--- src/hw/rtl/pnect_pkg.sv ---
// Shared constants, types and counter-row helpers for the per-node event counter table.
package pnect_pkg;

  localparam int NUM_SLOTS = 16;
  localparam int NUM_TYPES = 2;

  localparam int ID_W     = 16;
  localparam int CNT_W    = 8;
  localparam int TYPE_W   = 2;
  localparam int EPOCH_W  = 16;
  localparam int KIND_W   = 3;
  localparam int SLOT_W   = (NUM_SLOTS > 1) ? $clog2(NUM_SLOTS) : 1;
  localparam int CNTS_W   = NUM_TYPES * CNT_W;
  localparam int ROW_W    = ID_W + CNTS_W;

  localparam logic [CNT_W-1:0]  COUNT_MAX = 8'hff;
  localparam logic [SLOT_W-1:0] SLOT_LAST = SLOT_W'(NUM_SLOTS - 1);

  typedef enum logic [KIND_W-1:0] {
    KIND_SATURATED = 3'd0,
    KIND_FULL      = 3'd1,
    KIND_UNKNOWN   = 3'd2,
    KIND_ENTRY     = 3'd3,
    KIND_END       = 3'd4
  } kind_t;

  typedef enum logic [1:0] {
    S_IDLE,
    S_SCAN,
    S_EMIT
  } state_t;

  localparam logic ACT_TRACK = 1'b0;
  localparam logic ACT_DUMP  = 1'b1;

  // Pick the counter of one type out of a packed row of counters.
  function automatic logic [CNT_W-1:0] get_count(logic [CNTS_W-1:0] counts,
                                                 logic [TYPE_W-1:0] t);
    logic [CNT_W-1:0] c;
    c = '0;
    for (int i = 0; i < NUM_TYPES; i++) begin
      if (t == TYPE_W'(i)) c = counts[i*CNT_W +: CNT_W];
    end
    return c;
  endfunction

  // Replace the counter of one type in a packed row of counters.
  function automatic logic [CNTS_W-1:0] set_count(logic [CNTS_W-1:0] counts,
                                                  logic [TYPE_W-1:0] t,
                                                  logic [CNT_W-1:0] value);
    logic [CNTS_W-1:0] r;
    r = counts;
    for (int i = 0; i < NUM_TYPES; i++) begin
      if (t == TYPE_W'(i)) r[i*CNT_W +: CNT_W] = value;
    end
    return r;
  endfunction

endpackage

--- src/hw/rtl/pnect_ram.sv ---
// Generic simple dual-port RAM with one write port and a registered read port.
module pnect_ram #(
  parameter int WIDTH = 8,
  parameter int DEPTH = 16
) (
  input  logic                                         clk,
  input  logic                                         we,
  input  logic [((DEPTH > 1) ? $clog2(DEPTH) : 1)-1:0] waddr,
  input  logic [WIDTH-1:0]                             wdata,
  input  logic                                         re,
  input  logic [((DEPTH > 1) ? $clog2(DEPTH) : 1)-1:0] raddr,
  output logic [WIDTH-1:0]                             rdata
);

  logic [WIDTH-1:0] mem [DEPTH];

  always_ff @(posedge clk) begin
    if (we) mem[waddr] <= wdata;
    if (re) rdata <= mem[raddr];
  end

endmodule

--- src/hw/rtl/per_node_event_counter_table.sv ---
// Per-node event counter table: one row per slot holds a node ID and one counter per type.
// A request is taken only while the block is idle. A track request of a known type walks the
// slot rows one per cycle through the single read port of the row memory, stopping at the first
// matching ID; a track request hands over a report (saturated, table full, unknown type) when
// there is one. A dump request reads all NUM_SLOTS rows, one per cycle while no nonzero counter
// waits on a result stall, clearing and reporting each nonzero counter, then emits the end
// marker. A dump of an unknown type gives no result. Rows carry a valid bit cleared at reset,
// an invalid row reading as zero ID and zero counters, so the table is usable in the first
// cycle after reset with no clearing pass.
module per_node_event_counter_table (
  input  logic                          clk,
  input  logic                          rst,

  input  logic                          in_valid,
  output logic                          in_stall,
  input  logic                          action,
  input  logic [pnect_pkg::TYPE_W-1:0]  event_type,
  input  logic [pnect_pkg::ID_W-1:0]    node_id,
  input  logic [pnect_pkg::EPOCH_W-1:0] epoch,

  output logic                          out_valid,
  input  logic                          out_stall,
  output logic [pnect_pkg::KIND_W-1:0]  kind,
  output logic [pnect_pkg::TYPE_W-1:0]  report_type,
  output logic [pnect_pkg::ID_W-1:0]    report_node,
  output logic [pnect_pkg::CNT_W-1:0]   report_count,
  output logic [pnect_pkg::EPOCH_W-1:0] report_epoch,
  output logic                          last
);

  pnect_pkg::state_t state, state_next;
  pnect_pkg::kind_t  pend_kind, pend_kind_next;

  logic                          action_q;
  logic [pnect_pkg::TYPE_W-1:0]  type_q;
  logic [pnect_pkg::ID_W-1:0]    node_q;
  logic [pnect_pkg::EPOCH_W-1:0] epoch_q;
  logic [pnect_pkg::SLOT_W-1:0]  slot;
  logic [pnect_pkg::SLOT_W-1:0]  empty_slot;
  logic                          have_empty;
  logic [pnect_pkg::NUM_SLOTS-1:0] slot_valid;

  logic                          rd_en;
  logic [pnect_pkg::SLOT_W-1:0]  rd_addr;
  logic [pnect_pkg::ROW_W-1:0]   rd_data;
  logic                          wr_en;
  logic [pnect_pkg::SLOT_W-1:0]  wr_addr;
  logic [pnect_pkg::ROW_W-1:0]   wr_data;

  logic                          out_load;
  pnect_pkg::kind_t              load_kind;
  logic [pnect_pkg::ID_W-1:0]    load_node;
  logic [pnect_pkg::CNT_W-1:0]   load_count;
  logic                          load_last;

  logic                          in_acc;
  logic                          in_type_ok;
  logic                          out_free;
  logic [pnect_pkg::ROW_W-1:0]   row;
  logic [pnect_pkg::ID_W-1:0]    row_id;
  logic [pnect_pkg::CNTS_W-1:0]  row_cnts;
  logic [pnect_pkg::CNT_W-1:0]   row_cnt;
  logic                          row_empty;
  logic                          at_last;
  logic                          is_track;
  logic                          hit;
  logic                          sat;
  logic                          claim_ok;
  logic                          dump_hit;
  logic                          advance;

  pnect_ram #(
    .WIDTH (pnect_pkg::ROW_W),
    .DEPTH (pnect_pkg::NUM_SLOTS)
  ) u_rows (
    .clk   (clk),
    .we    (wr_en),
    .waddr (wr_addr),
    .wdata (wr_data),
    .re    (rd_en),
    .raddr (rd_addr),
    .rdata (rd_data)
  );

  assign in_stall   = (state != pnect_pkg::S_IDLE);
  assign in_acc     = in_valid && !in_stall;
  assign in_type_ok = ({1'b0, event_type} < 3'(pnect_pkg::NUM_TYPES));
  assign out_free   = !out_valid || !out_stall;

  // A row never written reads as all zero.
  assign row       = slot_valid[slot] ? rd_data : '0;
  assign row_id    = row[pnect_pkg::ROW_W-1 -: pnect_pkg::ID_W];
  assign row_cnts  = row[pnect_pkg::CNTS_W-1:0];
  assign row_cnt   = pnect_pkg::get_count(row_cnts, type_q);
  assign row_empty = (row_cnts == '0);
  assign at_last   = (slot == pnect_pkg::SLOT_LAST);
  assign is_track  = (action_q == pnect_pkg::ACT_TRACK);
  assign hit       = is_track && (row_id == node_q);
  assign sat       = (row_cnt == pnect_pkg::COUNT_MAX);
  assign claim_ok  = have_empty || row_empty;
  assign dump_hit  = !is_track && (row_cnt != '0);
  assign advance   = (state == pnect_pkg::S_SCAN) && !at_last && !hit &&
                     !(dump_hit && !out_free);

  // Next state
  always_comb begin
    state_next     = state;
    pend_kind_next = pend_kind;
    case (state)
      pnect_pkg::S_IDLE: begin
        if (in_acc) begin
          if (in_type_ok) begin
            state_next = pnect_pkg::S_SCAN;
          end else if (action == pnect_pkg::ACT_TRACK) begin
            state_next     = pnect_pkg::S_EMIT;
            pend_kind_next = pnect_pkg::KIND_UNKNOWN;
          end
        end
      end
      pnect_pkg::S_SCAN: begin
        if (is_track) begin
          if (hit) begin
            if (sat) begin
              state_next     = pnect_pkg::S_EMIT;
              pend_kind_next = pnect_pkg::KIND_SATURATED;
            end else begin
              state_next = pnect_pkg::S_IDLE;
            end
          end else if (at_last) begin
            if (claim_ok) begin
              state_next = pnect_pkg::S_IDLE;
            end else begin
              state_next     = pnect_pkg::S_EMIT;
              pend_kind_next = pnect_pkg::KIND_FULL;
            end
          end
        end else if (at_last && !(dump_hit && !out_free)) begin
          state_next     = pnect_pkg::S_EMIT;
          pend_kind_next = pnect_pkg::KIND_END;
        end
      end
      pnect_pkg::S_EMIT: begin
        if (out_free) state_next = pnect_pkg::S_IDLE;
      end
      default: state_next = pnect_pkg::S_IDLE;
    endcase
  end

  // Memory access and result load
  always_comb begin
    rd_en      = 1'b0;
    rd_addr    = '0;
    wr_en      = 1'b0;
    wr_addr    = slot;
    wr_data    = row;
    out_load   = 1'b0;
    load_kind  = pend_kind;
    load_node  = node_q;
    load_count = pnect_pkg::CNT_W'(1);
    load_last  = 1'b1;
    case (state)
      pnect_pkg::S_IDLE: begin
        rd_en = in_acc;
      end
      pnect_pkg::S_SCAN: begin
        rd_en   = advance;
        rd_addr = slot + 1'b1;
        if (is_track) begin
          if (hit) begin
            wr_en   = !sat;
            wr_data = {row_id, pnect_pkg::set_count(row_cnts, type_q, row_cnt + 1'b1)};
          end else if (at_last && claim_ok) begin
            wr_en   = 1'b1;
            wr_addr = have_empty ? empty_slot : slot;
            wr_data = {node_q, pnect_pkg::set_count('0, type_q, pnect_pkg::CNT_W'(1))};
          end
        end else if (dump_hit && out_free) begin
          wr_en      = 1'b1;
          wr_data    = {row_id, pnect_pkg::set_count(row_cnts, type_q, '0)};
          out_load   = 1'b1;
          load_kind  = pnect_pkg::KIND_ENTRY;
          load_node  = row_id;
          load_count = row_cnt;
          load_last  = 1'b0;
        end
      end
      pnect_pkg::S_EMIT: begin
        out_load = out_free;
        if (pend_kind == pnect_pkg::KIND_END) begin
          load_node  = '0;
          load_count = '0;
        end
      end
      default: ;
    endcase
  end

  always_ff @(posedge clk) begin
    if (rst) begin
      state      <= pnect_pkg::S_IDLE;
      pend_kind  <= pnect_pkg::KIND_END;
      slot_valid <= '0;
      out_valid  <= 1'b0;
    end else begin
      state     <= state_next;
      pend_kind <= pend_kind_next;
      if (wr_en) slot_valid[wr_addr] <= 1'b1;
      if (out_load) begin
        out_valid <= 1'b1;
      end else if (!out_stall) begin
        out_valid <= 1'b0;
      end
    end
  end

  // Request and scan bookkeeping
  always_ff @(posedge clk) begin
    if (in_acc) begin
      action_q   <= action;
      type_q     <= event_type;
      node_q     <= node_id;
      epoch_q    <= epoch;
      slot       <= '0;
      have_empty <= 1'b0;
    end else if (state == pnect_pkg::S_SCAN) begin
      if (is_track && !have_empty && row_empty) begin
        have_empty <= 1'b1;
        empty_slot <= slot;
      end
      if (advance) slot <= slot + 1'b1;
    end
  end

  always_ff @(posedge clk) begin
    if (out_load) begin
      kind         <= load_kind;
      report_type  <= type_q;
      report_node  <= load_node;
      report_count <= load_count;
      report_epoch <= epoch_q;
      last         <= load_last;
    end
  end

  // The row memory is only written while slots are being walked.
  assert property (@(posedge clk) disable iff (rst) wr_en |-> state == pnect_pkg::S_SCAN)
    else $error("row write outside the slot walk");

  // A dump only ever clears counters.
  assert property (@(posedge clk) disable iff (rst)
    (wr_en && !is_track) |-> pnect_pkg::get_count(wr_data[pnect_pkg::CNTS_W-1:0], type_q) == '0)
    else $error("dump wrote a nonzero counter");

  // A track request of a known type cannot report in the cycle after it is taken.
  assert property (@(posedge clk) disable iff (rst)
    (in_acc && action == pnect_pkg::ACT_TRACK && in_type_ok) |=> !out_load)
    else $error("track reported before any slot was read");

  // A loaded result overwrites nothing still waiting downstream.
  assert property (@(posedge clk) disable iff (rst) out_load |-> out_free)
    else $error("result register overwritten while stalled");

endmodule

--- config.mk ---
export PLATFORM = sky130hd
export DESIGN_NAME = per_node_event_counter_table
export DESIGN_NICKNAME = d
export VERILOG_FILES = /design/src/hw/rtl/pnect_pkg.sv /design/src/hw/rtl/pnect_ram.sv /design/src/hw/rtl/per_node_event_counter_table.sv
export SDC_FILE = /design/constraint.sdc
export NUM_CORES = 1
export LEC_CHECK = 0
export BUFFER_PORTS_ARGS = -buffer_cell sky130_fd_sc_hd__clkbuf_2
export CORE_MARGIN = 2
export CORE_UTILIZATION = 60
export DETAILED_ROUTE_END_ITERATION = 7
export GPL_TIMING_DRIVEN = 0
export PLACE_DENSITY = 0.84
export SETUP_SLACK_MARGIN = 0.3
export SLEW_MARGIN = 10
export SYNTH_ARGS = -nofsm -noshare
export SYNTH_HDL_FRONTEND = slang
export SYNTH_SLANG_ARGS = --single-unit
--- constraint.sdc ---
create_clock -name clk -period 7.2 [get_ports clk]
set_clock_uncertainty 0.1 [all_clocks]
set_input_delay 1.8 -clock clk [delete_from_list [all_inputs] [get_ports clk]]
set_output_delay 1.8 -clock clk [all_outputs]
set_load 0.005 [all_outputs]
### After elaboration in Yosys (flattened, before gate mapping)

Memories as Yosys holds them, arrays and structs flattened. A register that Yosys moved wholly into a read port is not among the register bits.
Index checks and enable logic that the tools add are counted.
W data, S select, Z words.

* flip-flop bits (word level): 112
* bits in latches: 0
* memory bits (writable): 512
* bits in read-only memories: 0
* input port bits: 39
* word-level logic and storage cells: 149
* memories kept: 1

* add/sub/neg operators: 2
* $mul: 0
* divide/modulo/power cells: 0
* order comparisons: 4
* equal/unequal tests: 17
* shift operators: 0
* multiplexer cells: 69
* bitwise gates (word level): 3
* reduce and logical (&&, ||, !) cells: 36

Memory list
* u_rows.mem: words 16, bits a word 32, read ports 1, clocked after Yosys merged registers in 1, write ports 1, RTL line pnect_ram.sv:15 `logic [WIDTH-1:0] mem [DEPTH];`

Operator list (number)
* $mux W32: 5
* $mux W16: 4
* $mux W8: 8
* $mux W3: 12
* $pmux W16 S2: 1
* $mux W4: 6
* $mux W2: 10
* $eq A16 B16 Y1: 1
* $logic_not A16 Y1: 1
* $mux W1: 16
* $or A16 B16 Y16: 1
* $pmux W8 S2: 1
* $logic_and A1 B1 Y1: 13
* $ne A4 B4 Y1 const B: 3
* $lt A4 B5 Y1 const B: 2
* $logic_not A1 Y1: 9
* $add A8 B1 Y8 const B: 1
* $eq A8 B8 Y1 const B: 1
* $ne A2 B2 Y1 const B: 4
* $reduce_and A8 Y1: 1
* $reduce_bool A8 Y1: 1
* $ne A3 B3 Y1 const B: 2
* $pmux W2 S3: 1
* $pmux W3 S2: 1
* 18 further kinds: 26

### Logic depth before layout (Yosys ltp)

Gate-level depths: netlist of run 1.

* depth after elaboration: 15
* mapped depth: 18

### By module

A second synthesis of run 1 with hierarchy kept.

* cell total of the unflattened synthesis: 1446
* area, all modules: 26324.0 um2

By module, submodules not included
* pnect_ram: instances 1, cells each 838, area an instance 20155.6 um2, sequential area each 16335.7 um2
* per_node_event_counter_table: instances 1, cells each 608, area an instance 6168.4 um2, sequential area each 3093.0 um2

### Worst setup path before layout of run 1

Ideal clock, no wire load.

* path kind: input port to flip-flop
* start point: input out_stall
* end point: memory u_rows.mem[14][0] in the netlist's numbering, enable pin
* library setup time: 0.421 ns
* data arrival time: 4.104 ns
* required time: 6.679 ns
* setup slack: 2.575 ns
* cell stages on the path: 7
* buffers on the path: 0
* path through: nand2_1 -> nand2_1 -> nor2_1 -> inv_1 -> o311ai_2 -> o2111ai_1 -> nor2_1

* longest elaborated chain between the ends: 8

RTL lines
* from (decl): RTL line per_node_event_counter_table.sv:22 `input logic out_stall,`
* $logic_not A1 Y1
* $logic_or A1 B1 Y1: RTL line per_node_event_counter_table.sv:88 `assign out_free = !out_valid || !out_stall;`
* $logic_and A1 B1 Y1: RTL line per_node_event_counter_table.sv:177 `end else if (dump_hit && out_free) begin`
* $mux W1: RTL line per_node_event_counter_table.sv:177
* $mux W1: RTL line per_node_event_counter_table.sv:168 `if (is_track) begin`
* $mux W1: RTL line per_node_event_counter_table.sv:161 `case (state)`
* $mux W1: RTL line pnect_ram.sv:18 `if (we) mem[waddr] <= wdata;`
* $mux W1 (implied by the code): RTL line pnect_ram.sv:18
* to (decl): RTL line pnect_ram.sv:15

No other way between the ends.

### Worst setup path after layout of run 1

* start point: register slot[0] in the netlist's numbering
* end point: memory u_rows.mem[14][18] in the netlist's numbering, enable pin

* longest elaborated chain between the ends: 13
* elaborated cells on any way between the ends: 28
* those cells by class: eq/ne: 3; mux: 17; reduce/logical: 8

RTL lines
* from (decl): RTL line per_node_event_counter_table.sv:38 `logic [pnect_pkg::SLOT_W-1:0] slot;`
* from (signal assigned): RTL line per_node_event_counter_table.sv:230 `if (advance) slot <= slot + 1'b1;`
* $bmux W1 S4: RTL line per_node_event_counter_table.sv:91 `assign row = slot_valid[slot] ? rd_data : '0;`
* $mux W1 (implied by the code): RTL line per_node_event_counter_table.sv:91
* $mux W32: RTL line per_node_event_counter_table.sv:91
* $mux W8 (2 in a row): RTL line pnect_pkg.sv:42 `if (t == TYPE_W'(i)) c = counts[i*CNT_W +: CNT_W];`
* $reduce_bool A8 Y1: RTL line per_node_event_counter_table.sv:101 `assign dump_hit = !is_track && (row_cnt != '0);`
* $logic_and A1 B1 Y1: RTL line per_node_event_counter_table.sv:101
* $logic_and A1 B1 Y1: RTL line per_node_event_counter_table.sv:177
* $mux W1: RTL line per_node_event_counter_table.sv:177
* $mux W1: RTL line per_node_event_counter_table.sv:168
* $mux W1: RTL line per_node_event_counter_table.sv:161
* $mux W1: RTL line pnect_ram.sv:18
* $mux W1 (implied by the code): RTL line pnect_ram.sv:18

Several ways; a longest one is shown, not always the timed one. The select of a mux whose other input is x is not followed.

==> results of run 1 <==
-- worst paths after layout --
check / from / endpoint / slack [ps] / cells past startpoint
worst max-delay path: slot[0]$_SDFFE_PP0P_ / u_rows.mem[14][18]$_DFFE_PP_ / 1700 / 17
worst min-delay path: epoch_q[11]$_DFFE_PP_ / report_epoch[11]$_DFFE_PP_ / 320 / 0
worst max register to register: slot[0]$_SDFFE_PP0P_ / u_rows.mem[14][18]$_DFFE_PP_ / 1700 / 17
worst min register to register: epoch_q[11]$_DFFE_PP_ / report_epoch[11]$_DFFE_PP_ / 320 / 0
-- per-stage QoR --
step	worst slack [ps]	area (um2)	total power, mW	util
after detailed placement	1950	28600	5.16	0.648
after floorplan	2580	26700	4.84	-
after CTS	1830	30700	8.46	0.696
after global routing	1510	30700	8.68	0.696
final	1700	30700	8.47	0.696
after global placement	283	27900	5.12	0.632
-- layer usage --
metal / track usage / vias up / wire, um
li1: - / 7802 / -
met3: 0.0800 / 250 / 9220
met4: 0.151 / 0 / 3670
met5: 0 / - / 0
met1: 0.410 / 8882 / 26100
met2: 0.511 / 1337 / 35000
-- final cells by class --
cell class / count / share of cell area
Clock inverter: 36 / 0.0107
Timing Repair Buffer: 118 / 0.0314
Buffer: 127 / 0.0165
Inverter: 43 / 0.00525
Clock buffer: 83 / 0.0576
Sequential cell: 656 / 0.633
Tap cell: 592 / 0.0241
Multi-Input combinational cell: 1105 / 0.222
-- state kept, by name (all words and copies together) (netlist names), 2 cells and up --
| register | count |
|---|---|
| report_node | 16 |
| slot_valid | 16 |
| u_rows.rdata | 32 |
| u_rows.mem | 512 |
| empty_slot | 4 |
| state | 2 |
| type_q | 2 |
| node_q | 16 |
| pend_kind | 3 |
| kind | 3 |
| report_count | 8 |
| report_type | 2 |
| report_epoch | 16 |
| slot | 4 |
| epoch_q | 16 |
-- power by group --
part / leakage [nW] / switching [mW] / internal [mW] / total (mW)
logic: 2.99 / 0.568 / 0.217 / 0.784
registers: 6.06 / 0.0847 / 4.25 / 4.33
clock network: 1.01 / 1.45 / 1.90 / 3.35
total: 10.1 / 2.10 / 6.37 / 8.47
-- logic make-up (layout without fill, tap and decap cells) --
kind of cell / after synthesis / after routing / synth area share
compound gates: 502 / 502 / 0.132
xor+xnor: 12 / 12 / 0.00393
fa+ha+maj: 6 / 6 / 0.00281
buf+inv: 170 / 407 / 0.0250
flops: 656 / 656 / 0.727
mux: 23 / 23 / 0.0102
simple gates: 562 / 562 / 0.0994
-- cell usage after synthesis, types with 4 or more instances --
master	instances	share of area
a211oi_1	156	0.044
a21oi_1	88	0.016
a22o_1	24	0.0079
a22oi_1	5	0.0014
a311oi_1	62	0.020
a31oi_1	66	0.015
and2_1	6	0.0014
and3_1	4	0.00094
buf_1	6	0.00084
clkbuf_1	115	0.016
dfxtp_1	27	0.020
edfxtp_1	629	0.71
ha_1	6	0.0028
inv_1	43	0.0060
mux2i_1	16	0.0060
nand2_1	306	0.043
nand2b_1	14	0.0033
nand3_1	15	0.0028
nor2_1	37	0.0052
nor2b_1	131	0.031
nor3_1	8	0.0015
nor4_1	13	0.0030
o21ai_0	42	0.0079
o22ai_1	17	0.0040
o31ai_1	9	0.0025
or2_2	6	0.0014
or3_1	4	0.00094
xor2_1	9	0.0029
==> flow_metrics.py, run 1 <==
metrics = {
    "outcome": {
        "status": "finished, final reports clean",
    },
    "synth": {
        "synth_warnings": 0,
        "ys_types": 69,
        "ys_async_sr_fraction": 0,
        "avgSynthCellArea_um2": 13.8,
        "syn_inst": 1931,
        "ys_dominant_reg_cell": "edfxtp_1",
        "synth_nets": 1976,
        "ys_ff_latch": 656,
        "synth_edf_count": 629,
        "syn_area_um2": 26700,
        "yosysSeqAreaShare": 0.727,
    },
    "hold_path": {
        "hold_class": "reg -> reg",
    },
    "cts": {
        "tritoncts": "done",
        "cts_resized": 0,
        "cts.clk_slew.worst_paths_ps": 60,
        "clock_latency_ps": 610,
        "ctsHoldBuffers": 0,
        "postCtsSetupRepairBufs": 0,
        "h-tree-depth": 3,
        "cts_max_path_buffers": 3,
        "cts_buffers": 66,
        "cts_root_buf": "clkbuf_16",
        "cts_sinks": 656,
    },
    "global_route": {
        "track_usage": 0.318,
        "antenna_found_initial": 0,
        "grt_pass1_wl_um": 109000,
        "grt_max_degree": 41,
        "grt.overflow.total": 0,
        "grt_pass1_vias": 17900,
    },
    "power_and_ir_drop": {
        "p_leak_nw": 10.1,
        "peakVddDrop_mv": 0.197,
        "p_per_area_nw_per_um2": 276,
    },
    "route": {
        "detail_route.wl_per_cell_um": 26.8,
        "viasPerCell": 6.62,
        "drc_errors": 0,
        "drt_pre_antenna_iters": 7,
        "postRouteAntennaNets": 0,
        "drtIter0Drc": 2590,
        "finalWirelength_um": 74000,
        "via_count": 18300,
    },
    "worst_setup_path": {
        "crit_path_top_delay_cell": "nor2_4",
        "endpoint_kind": "register",
        "critPathTopFamily": "simple AND/OR/NAND/NOR gates",
        "cp.arrival_ps": 5710,
        "slowest_delay_ps": 820,
        "critPathKind": "reg -> reg",
        "worst_ep_required_time_ps": 7410,
        "cp_max_fo": 19,
        "critical_path_buf_inv_count": 5,
        "crit_chain": "buf_6, mux2i_1, o22ai_2, o21bai_2, nand2_1, clkbuf_1, and2_1, inv_1, ha_1, o31ai_1, nand2_1, nor2_1, inv_1, o311ai_2, o2111ai_1, nor2_4, buf_16",
        "start_kind": "register",
    },
    "floorplanning": {
        "start_util": 0.606,
        "io_pins": 87,
        "core_area_um2": 44100,
        "die_area_um2": 46300,
        "die_w_um": 215,
        "rows": 77,
        "dieHeight_um": 215,
    },
    "timing": {
        "fmax_mhz": 182,
        "maxSlewHeadroom": 0.142,
        "setup-violations-final": 0,
        "grt_setup_unrepaired": "false",
        "hold_viol": 0,
        "setup-tns-final_ps": 0,
        "post-route-min-period_ps": 5500,
        "finalCritPeriodShare": 0.765,
        "slew_violations": 0,
        "whs_ps": 322,
        "tightest_slew_ps": 1290,
    },
    "finish": {
        "syn_to_final_growth_pct": 14.9,
        "regArea_um2": 19400,
        "final_cell_mix": "edfxtp_1, nand2_1, a211oi_1",
        "final_cells": 2760,
        "fillerInstances": 2842,
        "antenna_cells": 0,
        "fin_nets": 2162,
        "multi_input_area_um2": 6820,
        "final_common_cell": "edfxtp_1",
        "drive_gt1_frac": 0.124,
    },
    "flow_run": {
        "maxCapViolations": 0,
    },
    "placement": {
        "portBuffers": 85,
        "placedCellCount": 2641,
        "gp_congestion": 0.945,
        "hpwl_um": 49800,
    },
}
Note: power is estimated with default switching activity, not from simulation.
==> run 2: changes to the inputs <==
CORE_UTILIZATION = 56   (was 60)
PLACE_DENSITY = 0.83   (was 0.84)
clock period = 4.4 ns   (was 7.2 ns; I/O delays follow)
==> flow_metrics.py, run 2 (same netlist as run 1, synthesis figures left out) <==
metrics = {
    "finish": {
        "syn_to_final_growth_pct": 17.2,
        "antenna_cells": 0,
        "final_cell_mix": "edfxtp_1, nand2_1, a211oi_1",
        "final_common_cell": "edfxtp_1",
        "multi_input_area_um2": 7010,
        "reg_top3": "u_rows.mem x512, u_rows.rdata x32",
        "largest_reg_flops": 512,
        "fillerInstances": 3137,
        "fin_nets": 2207,
        "final_core_util": 0.660,
        "largest_register": "u_rows.mem",
        "regArea_um2": 19400,
        "drive_gt1_frac": 0.158,
    },
    "cts": {
        "tritoncts": "done",
        "cts.clk_slew.worst_paths_ps": 60,
        "cts_sinks": 656,
        "cts_max_path_buffers": 3,
        "h-tree-depth": 3,
        "clock_latency_ps": 600,
        "cts_buffers": 66,
        "cts_root_buf": "clkbuf_16",
    },
    "timing": {
        "slew_violations": 0,
        "grt_setup_unrepaired": "false",
        "setup-violations-final": 0,
        "fmax_mhz": 234,
        "tightest_slew_ps": 1140,
        "finalCritPeriodShare": 0.973,
        "maxSlewHeadroom": 0.219,
        "fin_ws_ps": 120,
        "post-route-min-period_ps": 4280,
        "hold_viol": 0,
    },
    "worst_setup_path": {
        "critPathKind": "reg -> reg",
        "worst_ep_required_time_ps": 4710,
        "endpoint_kind": "register",
        "cp_max_fo": 10,
        "cp.arrival_ps": 4590,
        "start_kind": "register",
    },
    "route": {
        "drt_pre_antenna_iters": 6,
        "finalWirelength_um": 76100,
        "drtIter0Drc": 2547,
        "postRouteAntennaNets": 0,
        "detail_route.wl_per_cell_um": 27.0,
        "drc_errors": 0,
        "viasPerCell": 6.59,
        "via_count": 18600,
    },
    "global_route": {
        "grt_pass1_wl_um": 110000,
        "grt.overflow.total": 0,
        "antenna_found_initial": 1,
        "grt_pass1_vias": 18100,
        "track_usage": 0.299,
        "grt_max_degree": 41,
    },
    "power_and_ir_drop": {
        "total_power_mw": 13.6,
        "p_per_area_nw_per_um2": 436,
        "peakVddDrop_mv": 0.315,
        "p_leak_nw": 10.4,
    },
    "placement": {
        "gp_congestion": 0.934,
        "portBuffers": 85,
        "pre_cts_ws_ps": -924,
        "hpwl_um": 49100,
    },
    "floorplanning": {
        "core_area_um2": 47400,
        "die_area_um2": 49500,
        "die_w_um": 222,
        "rows": 80,
        "dieHeight_um": 222,
        "start_util": 0.563,
        "io_pins": 87,
    },
    "outcome": {
        "status": "finished, final reports clean",
    },
    "flow_run": {
        "maxCapViolations": 0,
    },
    "hold_path": {
        "hold_class": "reg -> reg",
    },
}
-- run 2: cell types whose count changed in the layout (fill, tap and decap cells not counted), moves of 6 or more --
| cell | before | now |
|---|---|---|
| buf_4 | 14 | 41 |
| buf_12 | 8 | 28 |
| clkbuf_1 | 129 | 120 |
| a22o_1 | 24 | 17 |
| buf_16 | 9 | 2 |
| clkbuf_2 | 85 | 91 |
| o21ai_2 | 0 | 6 |
-- run 2: what timing repair did --
item / CTS / global route
hold buffers: 0 / 0
pin swaps: 20 / 11
endpoints found under the setup margin: 864 / 928
cloned: 0 / 2
gates resized for setup: 31 / 41
buffers inserted: 23 / 22
-- run 2: final cells by class --
| type | count | share of cell area |
|---|---|---|
| Sequential cell | 656 | 0.620 |
| Inverter | 43 | 0.00523 |
| Multi-Input combinational cell | 1105 | 0.224 |
| Tap cell | 615 | 0.0246 |
| Buffer | 127 | 0.0172 |
| Clock inverter | 29 | 0.00555 |
| Timing Repair Buffer | 163 | 0.0465 |
| Clock buffer | 83 | 0.0568 |
-- run 2: final timing paths --
check / startpoint / to / slack, ps / cells past startpoint
setup / recovery: slot[0]$_SDFFE_PP0P_ / u_rows.rdata[21]$_DFFE_PP_ / 120 / 8
hold / removal: epoch_q[13]$_DFFE_PP_ / report_epoch[13]$_DFFE_PP_ / 320 / 0
setup reg to reg: slot[0]$_SDFFE_PP0P_ / u_rows.rdata[21]$_DFFE_PP_ / 120 / 8
hold reg to reg: epoch_q[13]$_DFFE_PP_ / report_epoch[13]$_DFFE_PP_ / 320 / 0
-- run 2: per-layer routing --
metal | up-vias | track usage | part of all wire
met5 | - | 0 | 0.00017
met4 | 2 | 0.147 | 0.045
met3 | 260 | 0.0717 | 0.13
met2 | 1418 | 0.478 | 0.47
met1 | 9006 | 0.387 | 0.35
li1 | 7899 | - | -
-- run 2: power by group --
part           internal [mW]  switching, mW
clock                   2.92           2.31
combinational          0.374          0.954
sequential              6.95          0.147
-- run 2: critical path, cell delays in order, from the launching register on --
cell and delay (ps):
dfxtp_2 420, buf_6 250, clkdlybuf4s15_1 820, clkbuf_1 670
clkbuf_1 520, a211oi_1 170, a311oi_1 690, a21oi_1 130
a21oi_1 300
-- run 2: through the flow --
step | std cells | cell area [um2] | setup TNS (ps) | hold slack (ps)
after floorplan | 1931 | 26700 | -66210 | 300
after global placement | 2631 | 27900 | -1238180 | 303
after detailed placement | 2662 | 28600 | -428980 | 305
after CTS | 2797 | 31000 | 0 | 317
after global routing | 2821 | 31300 | 0 | 321
final | 2821 | 31300 | 0 | 315
